--- src/design/atrr_pkg.sv ---
package atrr_pkg;

    localparam int PRICE_W     = 32;
    localparam int AVG_W       = 48;
    localparam int NUM_W       = 56;
    localparam int PERIOD_W    = 8;
    localparam int COUNT_W     = 9;
    localparam int RATIO_W     = 24;
    localparam int DIV_CNT_W   = 6;

    localparam logic [PERIOD_W-1:0]  PERIOD_RESET = 8'd14;
    localparam logic [RATIO_W-1:0]   RATIO_MAX    = 24'hFF_FFFF;
    localparam logic [DIV_CNT_W-1:0] ITERS_AVG    = 6'd48;
    localparam logic [DIV_CNT_W-1:0] ITERS_RATIO  = 6'd24;

    // request to the shared serial divider
    typedef struct packed {
        logic                  start;
        logic [DIV_CNT_W-1:0]  iters;
        logic [PRICE_W-1:0]    rem_init;
        logic [AVG_W-1:0]      dvd;
        logic [PRICE_W-1:0]    dvs;
    } t_div_req;

    typedef struct packed {
        logic              busy;
        logic [AVG_W-1:0]  quo;
    } t_div_stat;

endpackage

--- src/design/atrr_div.sv ---
module atrr_div
    import atrr_pkg::*;
(
    input  logic      i_clk,
    input  logic      i_rst_n,
    input  t_div_req  i_req,
    output t_div_stat o_stat
);

    logic [DIV_CNT_W-1:0] r_cnt;
    logic [PRICE_W-1:0]   r_rem;
    logic [AVG_W-1:0]     r_sh;
    logic [PRICE_W-1:0]   r_dvs;

    logic [PRICE_W+1:0]   w_diff;
    logic                 w_qbit;
    logic [PRICE_W-1:0]   n_rem;

    // restoring step, one quotient bit per cycle
    always_comb begin
        w_diff = {1'b0, r_rem, r_sh[AVG_W-1]} - {2'b00, r_dvs};
        w_qbit = ~w_diff[PRICE_W+1];
        n_rem  = w_qbit ? w_diff[PRICE_W-1:0] : {r_rem[PRICE_W-2:0], r_sh[AVG_W-1]};
    end

    always_ff @(posedge i_clk) begin
        if (!i_rst_n) begin
            r_cnt <= '0;
        end else if (i_req.start) begin
            r_cnt <= i_req.iters;
            r_rem <= i_req.rem_init;
            r_sh  <= i_req.dvd;
            r_dvs <= i_req.dvs;
        end else if (r_cnt != '0) begin
            r_cnt <= r_cnt - 1'b1;
            r_rem <= n_rem;
            r_sh  <= {r_sh[AVG_W-2:0], w_qbit};
        end
    end

    assign o_stat.busy = (r_cnt != '0);
    assign o_stat.quo  = r_sh;

endmodule

--- src/design/average_true_range_ratio_core.sv ---
// channel  | direction | request moves
// cfg      | in        | smoothing period, 8 bits
// s        | in        | price bar: high, low, close, start-of-series flag
// m        | out       | smoothed true range and range/close ratio
//
// a continuing bar passes through these steps in order: true range,
// one 48x8 multiply-add, a 48-bit serial division (one bit per cycle) and a 24-bit
// serial division for the ratio, both on the one shared divider; the result then
// moves from S_DONE into the output register
// a start-of-series bar goes straight to S_DONE; a saturated or zero-close ratio
// skips the second division
// synchronous active-low reset clears the average, count and last close and sets period 14
// the output register lets a new bar be taken while a result waits on i_m_tready;
// a finished bar waits in its last state until that register frees
module average_true_range_ratio_core
    import atrr_pkg::*;
(
    input  logic                i_clk,
    input  logic                i_rst_n,
    input  logic                i_cfg_valid,
    output logic                o_cfg_ready,
    input  logic [PERIOD_W-1:0] i_cfg_data,
    input  logic                i_s_tvalid,
    output logic                o_s_tready,
    input  logic [95:0]         i_s_tdata,   // bar_high, bar_low, bar_close
    input  logic                i_s_tuser,   // series_start
    output logic                o_m_tvalid,
    input  logic                i_m_tready,
    output logic [55:0]         o_m_tdata    // range_average, range_ratio
);

    typedef enum logic [2:0] {
        S_IDLE,
        S_TR,
        S_MUL,
        S_DIV1,
        S_WAIT1,
        S_RATIO,
        S_WAIT2,
        S_DONE
    } t_state;

    t_state               r_state, n_state;
    logic [PERIOD_W-1:0]  r_period;
    logic [PRICE_W-1:0]   r_last_close, n_last_close;
    logic [AVG_W-1:0]     r_sr, n_sr;
    logic [COUNT_W-1:0]   r_count, n_count;
    logic [PRICE_W-1:0]   r_hi, r_lo, r_cl;
    logic [PRICE_W-1:0]   r_tr, n_tr;
    logic [PERIOD_W-1:0]  r_mul, n_mul, r_dvs, n_dvs;
    logic [NUM_W-1:0]     r_num, n_num;
    logic [RATIO_W-1:0]   r_ratio, n_ratio;
    logic                 r_out_valid, n_out_valid;
    logic [PRICE_W-1:0]   r_out_avg, n_out_avg;
    logic [RATIO_W-1:0]   r_out_ratio, n_out_ratio;

    logic [PRICE_W:0]     w_hp, w_lp, w_hl;
    logic [PRICE_W-1:0]   w_abs_hp, w_abs_lp, w_best;
    logic [PERIOD_W-1:0]  w_pe;
    logic [COUNT_W-1:0]   w_cnt1, w_pe1, w_idx;
    logic [NUM_W-1:0]     w_prod;
    logic                 w_accept, w_start;

    t_div_req             div_req;
    t_div_stat            div_stat;

    atrr_div u_div (
        .i_clk   (i_clk),
        .i_rst_n (i_rst_n),
        .i_req   (div_req),
        .o_stat  (div_stat)
    );

    assign w_accept = i_s_tvalid && o_s_tready;

    // true range against the previous close
    always_comb begin
        w_hp     = {1'b0, r_hi} - {1'b0, r_last_close};
        w_lp     = {1'b0, r_lo} - {1'b0, r_last_close};
        w_hl     = {1'b0, r_hi} - {1'b0, r_lo};
        w_abs_hp = w_hp[PRICE_W] ? (r_last_close - r_hi) : w_hp[PRICE_W-1:0];
        w_abs_lp = w_lp[PRICE_W] ? (r_last_close - r_lo) : w_lp[PRICE_W-1:0];
        w_best   = (w_abs_lp > w_abs_hp) ? w_abs_lp : w_abs_hp;
        if (!w_hl[PRICE_W] && (w_hl[PRICE_W-1:0] > w_best)) begin
            w_best = w_hl[PRICE_W-1:0];
        end
    end

    // bar index and divisor selection
    always_comb begin
        w_pe   = (r_period == '0) ? PERIOD_W'(1) : r_period;
        w_cnt1 = r_count + 1'b1;
        w_pe1  = {1'b0, w_pe} + 1'b1;
        w_idx  = (w_cnt1 > w_pe1) ? w_pe1 : w_cnt1;
    end

    assign w_prod = r_sr * r_mul;

    always_comb begin
        n_state      = r_state;
        n_last_close = r_last_close;
        n_sr         = r_sr;
        n_count      = r_count;
        n_tr         = r_tr;
        n_mul        = r_mul;
        n_dvs        = r_dvs;
        n_num        = r_num;
        n_ratio      = r_ratio;
        n_out_valid  = r_out_valid && !i_m_tready;
        n_out_avg    = r_out_avg;
        n_out_ratio  = r_out_ratio;
        w_start      = 1'b0;
        div_req      = '0;

        unique case (r_state)
            S_IDLE: begin
                if (w_accept) begin
                    if (i_s_tuser) begin
                        n_sr         = '0;
                        n_count      = '0;
                        n_last_close = i_s_tdata[95:64];
                        n_ratio      = '0;
                        n_state      = S_DONE;
                    end else begin
                        n_state = S_TR;
                    end
                end
            end
            S_TR: begin
                n_tr         = w_best;
                n_count      = w_idx;
                n_last_close = r_cl;
                if (w_idx <= {1'b0, w_pe}) begin
                    n_dvs = w_idx[PERIOD_W-1:0];
                    n_mul = w_idx[PERIOD_W-1:0] - 1'b1;
                end else begin
                    n_dvs = w_pe;
                    n_mul = w_pe - 1'b1;
                end
                n_state = S_MUL;
            end
            S_MUL: begin
                n_num   = w_prod + {8'b0, r_tr, 16'b0};
                n_state = S_DIV1;
            end
            S_DIV1: begin
                w_start          = 1'b1;
                div_req.start    = 1'b1;
                div_req.iters    = ITERS_AVG;
                div_req.rem_init = {24'b0, r_num[NUM_W-1:AVG_W]};
                div_req.dvd      = r_num[AVG_W-1:0];
                div_req.dvs      = {24'b0, r_dvs};
                n_state          = S_WAIT1;
            end
            S_WAIT1: begin
                if (!div_stat.busy) begin
                    n_sr    = div_stat.quo;
                    n_state = S_RATIO;
                end
            end
            S_RATIO: begin
                if (r_cl == '0) begin
                    n_ratio = '0;
                    n_state = S_DONE;
                end else if (r_sr[AVG_W-1:16] >= r_cl) begin
                    n_ratio = RATIO_MAX;
                    n_state = S_DONE;
                end else begin
                    w_start          = 1'b1;
                    div_req.start    = 1'b1;
                    div_req.iters    = ITERS_RATIO;
                    div_req.rem_init = r_sr[AVG_W-1:16];
                    div_req.dvd      = {r_sr[15:0], 32'b0};
                    div_req.dvs      = r_cl;
                    n_state          = S_WAIT2;
                end
            end
            S_WAIT2: begin
                if (!div_stat.busy) begin
                    n_ratio = div_stat.quo[RATIO_W-1:0];
                    n_state = S_DONE;
                end
            end
            S_DONE: begin
                if (!r_out_valid || i_m_tready) begin
                    n_out_valid = 1'b1;
                    n_out_avg   = r_sr[AVG_W-1:16];
                    n_out_ratio = r_ratio;
                    n_state     = S_IDLE;
                end
            end
            default: n_state = S_IDLE;
        endcase
    end

    always_ff @(posedge i_clk) begin
        if (!i_rst_n) begin
            r_state      <= S_IDLE;
            r_period     <= PERIOD_RESET;
            r_last_close <= '0;
            r_sr         <= '0;
            r_count      <= '0;
            r_out_valid  <= 1'b0;
        end else begin
            r_state      <= n_state;
            r_last_close <= n_last_close;
            r_sr         <= n_sr;
            r_count      <= n_count;
            r_out_valid  <= n_out_valid;
            if (i_cfg_valid) begin
                r_period <= i_cfg_data;
            end
        end
        if (w_accept) begin
            r_hi <= i_s_tdata[31:0];
            r_lo <= i_s_tdata[63:32];
            r_cl <= i_s_tdata[95:64];
        end
        r_tr        <= n_tr;
        r_mul       <= n_mul;
        r_dvs       <= n_dvs;
        r_num       <= n_num;
        r_ratio     <= n_ratio;
        r_out_avg   <= n_out_avg;
        r_out_ratio <= n_out_ratio;
    end

    assign o_cfg_ready = 1'b1;
    assign o_s_tready  = (r_state == S_IDLE);
    assign o_m_tvalid  = r_out_valid;
    assign o_m_tdata   = {r_out_ratio, r_out_avg};

    a_idle_div_quiet: assert property (@(posedge i_clk) disable iff (!i_rst_n)
        (r_state == S_IDLE) |-> !div_stat.busy)
        else $error("divider busy while idle");

    a_start_when_free: assert property (@(posedge i_clk) disable iff (!i_rst_n)
        w_start |-> !div_stat.busy)
        else $error("divider restarted while busy");

    a_accept_leaves_idle: assert property (@(posedge i_clk) disable iff (!i_rst_n)
        w_accept |=> (r_state != S_IDLE))
        else $error("bar accepted without leaving idle");

    a_count_bound: assert property (@(posedge i_clk) disable iff (!i_rst_n)
        (r_state == S_MUL) |-> (r_count <= {1'b0, w_pe} + 1'b1))
        else $error("bar count beyond period plus one");

endmodule
--- config.mk ---
export PLATFORM = sky130hd
export DESIGN_NAME = average_true_range_ratio_core
export DESIGN_NICKNAME = d
export VERILOG_FILES = /design/src/design/atrr_pkg.sv /design/src/design/atrr_div.sv /design/src/design/average_true_range_ratio_core.sv
export SDC_FILE = /design/constraint.sdc
export NUM_CORES = 2
export LEC_CHECK = 0
export ABC_CLOCK_PERIOD_IN_PS = 17000
export BUFFER_PORTS_ARGS = -buffer_cell sky130_fd_sc_hd__buf_2
export CELL_PAD_IN_SITES_DETAIL_PLACEMENT = 2
export CELL_PAD_IN_SITES_GLOBAL_PLACEMENT = 2
export CORE_MARGIN = 2
export CORE_UTILIZATION = 44
export DETAILED_ROUTE_END_ITERATION = 10
export MAX_ROUTING_LAYER = met4
export PLACE_DENSITY = 0.85
export SYNTH_ARGS = -nofsm -noshare
export SYNTH_HDL_FRONTEND = slang
export SYNTH_SLANG_ARGS = --single-unit
--- constraint.sdc ---
create_clock -name i_clk -period 17 [get_ports i_clk]
set_input_delay 1.7 -clock i_clk [delete_from_list [all_inputs] [get_ports i_clk]]
set_output_delay 1.7 -clock i_clk [all_outputs]
set_load 0.01 [all_outputs]
**After elaboration in Yosys (flattened, before gate mapping)**

Cells that the tools add are included.

- Bits in registers: 499
- Bits in latches: 0
- Memory bits (writable): 0
- Memory bits (read-only): 0
- Input bits: 110
- Output and inout port bits: 59
- Word-level logic and storage cells: 118
- Memories kept: 0

- $add $sub $neg: 12
- $mul: 1
- Divide/modulo/power cells: 0
- $lt $le $gt $ge: 5
- Equal/unequal tests: 13
- Shift operators: 0
- Multiplexer cells: 44
- Bitwise logic cells: 1
- Reductions and logical operators: 22

Operator list:

| cell | count |
|---|---|
| two-way mux 32 bit | 9 |
| two-way mux 48 bit | 5 |
| two-way mux 119 bit | 2 |
| case mux 119 bit (2 select lines) | 1 |
| two-way mux 24 bit | 5 |
| subtractor 32 x 32 -> 33 bit | 3 |
| case mux 48 bit (2 select lines) | 1 |
| case mux 24 bit (3 select lines) | 1 |
| > comparator 32 bit | 2 |
| case mux 32 bit (2 select lines) | 1 |
| subtractor 32 bit | 2 |
| adder 56 x 48 -> 56 bit | 1 |
| multiplier 48 x 8 -> 56 bit | 1 |
| subtractor 33 x 32 -> 34 bit | 1 |
| >= comparator 32 bit | 1 |
| zero test 32 bit | 1 |
| two-way mux 9 bit | 3 |
| two-way mux 8 bit | 3 |
| case mux 3 bit (8 select lines) | 1 |
| case mux 9 bit (2 select lines) | 1 |
| subtractor 8 x 1 -> 8 bit, second input constant | 2 |
| two-way mux 3 bit | 5 |
| == test 3 bit, second input constant | 4 |
| two-way mux 6 bit | 2 |
| 24 further kinds | 40 |

**Depth between registers and ports, before layout**

- Depth after elaboration: 7
- Gate-level depth with buffers: 41
- Gate-level depth less buffers: 37

**Cells and area by module**

Synthesis repeated with hierarchy kept, for this count alone.

- Cell total of the unflattened synthesis: 4846
- Area total of the unflattened synthesis: 45831.5 µm²

By module, submodules not included:

| module | instances | cells each | area each (µm²) | seq. area each (µm²) |
|---|---|---|---|---|
| average_true_range_ratio_core | 1 | 4258 | 38968.6 | 10430.0 |
| atrr_div | 1 | 588 | 6862.8 | 3483.3 |

**Least setup slack after synthesis**

Ideal clock, no wire load.

- Path type: reg-to-reg
- Start point: reg r_last_close[1]
- End point: reg r_tr[19], data pin
- Setup time: 0.260 ns
- Arrival: 7.062 ns
- Required time: 16.740 ns
- Slack: 9.678 ns
- Cell stages (with the launch flop): 38
- Path buffers: 5
- Period minus slack after synthesis: 7.322 ns
- Path through: dfxtp_1 -> inv_1 -> fa_1 -> a21o_1 -> a221oi_1 -> o21ai_0 -> nand4_1 -> nand3_4 -> clkbuf_1 -> buf_2 -> o32ai_1 -> xor2_1 -> inv_1 -> ha_1 -> a21o_1 -> a21o_1 -> a21oi_1 -> o21ai_0 -> (+2 left out) -> o31a_1 -> a2bb2oi_2 -> buf_6 -> buf_6 -> mux2i_1 -> inv_1 -> ha_1 -> nand4_1 -> nor2_1 -> and3_1 -> o21ai_0 -> o21ai_0 -> a2111oi_0 -> o211ai_1 -> o21ai_0 -> nor2_2 -> buf_4 -> mux2_2

- Longest elaborated chain between the ends: 7
- Elaborated cells between the ends (all ways): 11
- Those cells by class: add/sub: 4; order compare: 2; mux: 4; reduce/logical: 1

Ends and longest elaborated chain:

| item | line | RTL |
|---|---|---|
| from (decl) | average_true_range_ratio_core.sv:45 | `logic [PRICE_W-1:0] r_last_close, n_last_close;` |
| from (signal assigned) | average_true_range_ratio_core.sv:206 | `r_last_close <= n_last_close;` |
| subtractor 32 x 32 -> 33 bit (tied with other cells) | average_true_range_ratio_core.sv:79 | `w_lp = {1'b0, r_lo} - {1'b0, r_last_close};` |
| two-way mux 32 bit, on equally long branches | average_true_range_ratio_core.sv:82, average_true_range_ratio_core.sv:81 |  |
| > comparator 32 bit | average_true_range_ratio_core.sv:83 | `w_best = (w_abs_lp > w_abs_hp) ? w_abs_lp : w_abs_hp;` |
| two-way mux 32 bit (*) | average_true_range_ratio_core.sv:83 |  |
| > comparator 32 bit | average_true_range_ratio_core.sv:84 | `if (!w_hl[PRICE_W] && (w_hl[PRICE_W-1:0] > w_best)) begin` |
| logical AND 1 bit | average_true_range_ratio_core.sv:84 |  |
| two-way mux 32 bit (*) | average_true_range_ratio_core.sv:84 |  |
| via w_best[19] | average_true_range_ratio_core.sv:58 | `logic [PRICE_W-1:0] w_abs_hp, w_abs_lp, w_best;` |
| to (signal assigned) | average_true_range_ratio_core.sv:219 | `r_tr <= n_tr;` |
| to (decl) | average_true_range_ratio_core.sv:49 | `logic [PRICE_W-1:0] r_tr, n_tr;` |

The timed path passes the listed nets; every way through them passes the cells marked *.
A chain may end at the register's enable or synchronous reset.

**Final worst setup path**

- Start point: reg r_last_close[1]
- End point: reg r_tr[22], data pin

The elaborated chain is that of the path after synthesis.

==> impl_metrics.sql <==
INSERT INTO impl_metrics (metric_group, metric, value, unit) VALUES
('run_status', 'outcome', 'finished clean', ''),
('power', 'leakage', '0.0221', 'uW'),
('power', 'finalPower', '9160', 'uW'),
('global_routing', 'antenna_violations_before_repair', '11', ''),
('synthesis', 'synth.yosys.seq_area_share', '31.0', '%'),
('power', 'power.ir.vdd_worst', '0.132', 'mV'),
('worst_setup_path', 'kind_of_start_point_of_the_critical_path', 'flop', ''),
('detailed_routing', 'vias_per_cell', '6.22', ''),
('synthesis', 'synth_top_flop_cell', 'edfxtp_1', ''),
('timing', 'hold-worst-slack', '0.421', 'ns'),
('timing', 'setup-violations-final', '0', ''),
('synthesis', 'synth_top_cells_by_count', 'inv_1, nand2_1, ha_1', ''),
('clock_network', 'cts.reportedPaths.clkPinSlew', '0.06', 'ns'),
('timing', 'timing.final.crit_share', '60.5', '%'),
('floorplanning', 'die_height', '324', 'um'),
('synthesis', 'postSynthCellCount', '4813', ''),
('worst_setup_path', 'rr_startpoint', 'r_last_close[1]', ''),
('global_routing', 'grt_overflow_total', '0', ''),
('global_routing', 'grtUsageTotal', '38.5', '%'),
('synthesis', 'synth_edf_count', '392', ''),
('synthesis', 'ys_seq_elements', '499', ''),
('synthesis', 'asyncSetResetFlopFracSynth', '0', '%'),
('timing', 'drv_slew', '0', ''),
('timing', 'total_negative_setup_slacks', '0', 'ns'),
('synthesis', 'post_synth.cell_area_avg', '9.33', 'um^2'),
('timing', 'fmax', '97.3', 'MHz'),
('detailed_routing', 'totalWireLength', '197000', 'um'),
('run', 'timing.max_cap.violations', '0', ''),
('worst_setup_path', 'worstPathMaxFanout', '38', ''),
('clock_network', 'cts_resized', '0', ''),
('detailed_routing', 'routedWlPerCell', '31.4', 'um'),
('timing', 'worst_slew_margin_rel', '18.9', '%'),
('worst_setup_path', 'worst_path_arrival', '10.71', 'ns'),
('timing', 'timing.clock.skew', '0.0829', 'ns'),
('synthesis', 'synth_xor_area_share', '3.49', '%'),
('worst_hold_path', 'worstHoldPathCells', '0', ''),
('synthesis', 'synth-compound-area-share', '16.2', '%'),
('clock_network', 'clock_sinks', '499', ''),
('power', 'power-per-cell-area', '187', 'mW/mm^2'),
('clock_network', 'cts_max_path_buffers', '3', ''),
('worst_hold_path', 'hold_class', 'flop to flop', ''),
('worst_setup_path', 'worst-r2r-cell-count', '34', ''),
('finish', 'final_cell_count_no_fill', '6268', ''),
('synthesis', 'synth_simple_gate_area_share', '14.2', '%'),
('worst_hold_path', 'worstHoldStart', 'r_ratio[22]', ''),
('worst_setup_path', 'slowest_delay', '0.85', 'ns'),
('worst_setup_path', 'worstSetupPathType', 'flop to flop', ''),
('finish', 'nets', '5657', ''),
('worst_setup_path', 'path_common_cell', 'o21ai_0', ''),
('global_routing', 'first_global_vias', '43984', ''),
('floorplanning', 'dieArea', '0.105', 'mm^2'),
('finish', 'area_delta_synth_final', '9.28', '%'),
('detailed_routing', 'vias', '38978', ''),
('detailed_routing', 'postRouteAntennaNets', '0', ''),
('synthesis', 'synth-adder-area-share', '25.0', '%'),
('synthesis', 'synth_cell_type_count', '88', ''),
('timing', 'hold_viol_final', '0', ''),
('detailed_routing', 'dr.pass1.iters', '6', ''),
('worst_setup_path', 'r2r_setup_slack', '6.72', 'ns'),
('finish', 'fraction_of_final_layout_cells_sized_beyond_drive_strength_1', '7.83', '%'),
('placement', 'numPortBuffers', '167', ''),
('worst_setup_path', 'timing.critical_path.to_type', 'flop', ''),
('clock_network', 'clk-insertion-delay-late', '0.75', 'ns'),
('timing', 'timing.final.crit_period', '10.28', 'ns'),
('floorplanning', 'chipWidth', '324', 'um'),
('clock_network', 'tritoncts_clock_tree', 'built', ''),
('synthesis', 'synth_top_cell_by_area', 'edfxtp_1', ''),
('floorplanning', 'ios', '169', ''),
('synthesis', 'synth-warning-count', '0', ''),
('worst_setup_path', 'crit_slowest_cell', 'and3_1', ''),
('placement', 'dp_wirelength', '137000', 'um');
-- per-layer routing --
metal  vias up  track usage [%]  wire [um]
li1      16487                -          -
met2      1701             64.5      96100
met1     20085             43.6      74500
met4         0             22.7      13600
met5         -                -          0
met3       705             6.06      12300
-- area by class of cell --
cell class              instances  area, um^2
diodes                          9        22.5
multi-input cells            3428       27700
repair buffers                220        1240
well taps                    1368        1710
clock buffers                  74        1610
clock inverters                40         553
fillers                     10715       52400
flip-flops and latches        499       13900
inverters                     630        2370
-- layout by cell type (no fill, tap or decap), types with 35 or more instances in the layout --
cell type / netlist / routed
o21ai_0: 218 / 218
xor2_1: 68 / 68
a22oi_1: 36 / 36
nand4_1: 50 / 50
buf_2: 25 / 166
nor3_1: 45 / 41
a21o_1: 150 / 150
nor2_1: 160 / 155
xnor2_1: 111 / 111
nand2_1: 595 / 595
o21a_1: 56 / 56
o21bai_1: 38 / 37
dfxtp_1: 107 / 107
mux2i_1: 98 / 98
inv_1: 630 / 629
and2_1: 195 / 193
edfxtp_1: 392 / 392
nand3_1: 100 / 100
ha_1: 393 / 393
nor2b_1: 44 / 44
buf_4: 2 / 54
fa_1: 315 / 315
a21boi_0: 57 / 57
o211a_1: 35 / 35
a21oi_1: 258 / 258
clkbuf_16: 0 / 60
nor4_1: 45 / 45
-- registers in the layout, indices dropped and copies added, names as in the netlist, 9 cells and up --
name / flops
r_num: 56
r_last_close: 32
r_lo: 32
r_out_ratio: 24
r_out_avg: 32
u_div.r_dvs: 32
r_sr: 48
u_div.r_sh: 48
r_tr: 32
r_hi: 32
r_count: 9
r_cl: 32
r_ratio: 24
u_div.r_rem: 32
-- logic make-up (layout without fill, tap and decap cells) --
group,Yosys count,count (layout)
adder cells (fa/ha/maj),708,708
other,1,10
XOR/XNOR,179,179
flip-flops,499,499
buffers and inverters,886,964
AO/OA/AOI/OAI,1088,1088
multiplexers,112,112
AND/OR/NAND/NOR,1340,1340
-- where the power goes --
group          switching (uW)  internal [uW]  leakage, uW
Clock                     622            845      0.00104
Combinational            3650           2020       0.0165
Sequential                236           1790      0.00461
-- worst max-delay path by stage --
| stage | start | slack, ns | end |
|---|---|---|---|
| 6_report | r_last_close[1] | 6.72 | r_tr[22] |
| 5_1_grt | r_last_close[1] | 6.07 | r_tr[22] |
| 4_1_cts | r_last_close[1] | 6.74 | r_tr[22] |
| 3_5_place_dp | r_last_close[1] | 6.80 | r_tr[24] |
| 3_3_place_gp | r_last_close[1] | 7.13 | r_tr[22] |
| 2_1_floorplan | r_last_close[1] | 9.68 | r_tr[19] |
-- through the flow --
step | utilization, % | setup WS [ns] | cell area, um^2
6_report | 48.4 | 6.72 | 49100
4_1_cts | 48.4 | 6.74 | 49100
3_3_place_gp | 46.2 | 7.13 | 46900
3_5_place_dp | 46.2 | 6.80 | 46900
2_1_floorplan | - | 9.68 | 44900
5_1_grt | 48.4 | 6.07 | 49100
-- worst max-delay path: cells and delay by family (launching register included) --
| kind | cells | cell delay (ns) |
|---|---|---|
| flops | 1 | 0.49 |
| fa+ha+maj | 3 | 1.06 |
| buf+inv | 6 | 1.44 |
| compound gates | 11 | 2.17 |
| mux | 3 | 1.26 |
| simple gates | 10 | 3.32 |
| xor+xnor | 1 | 0.22 |
Note: power is estimated with default switching activity, not from simulation.
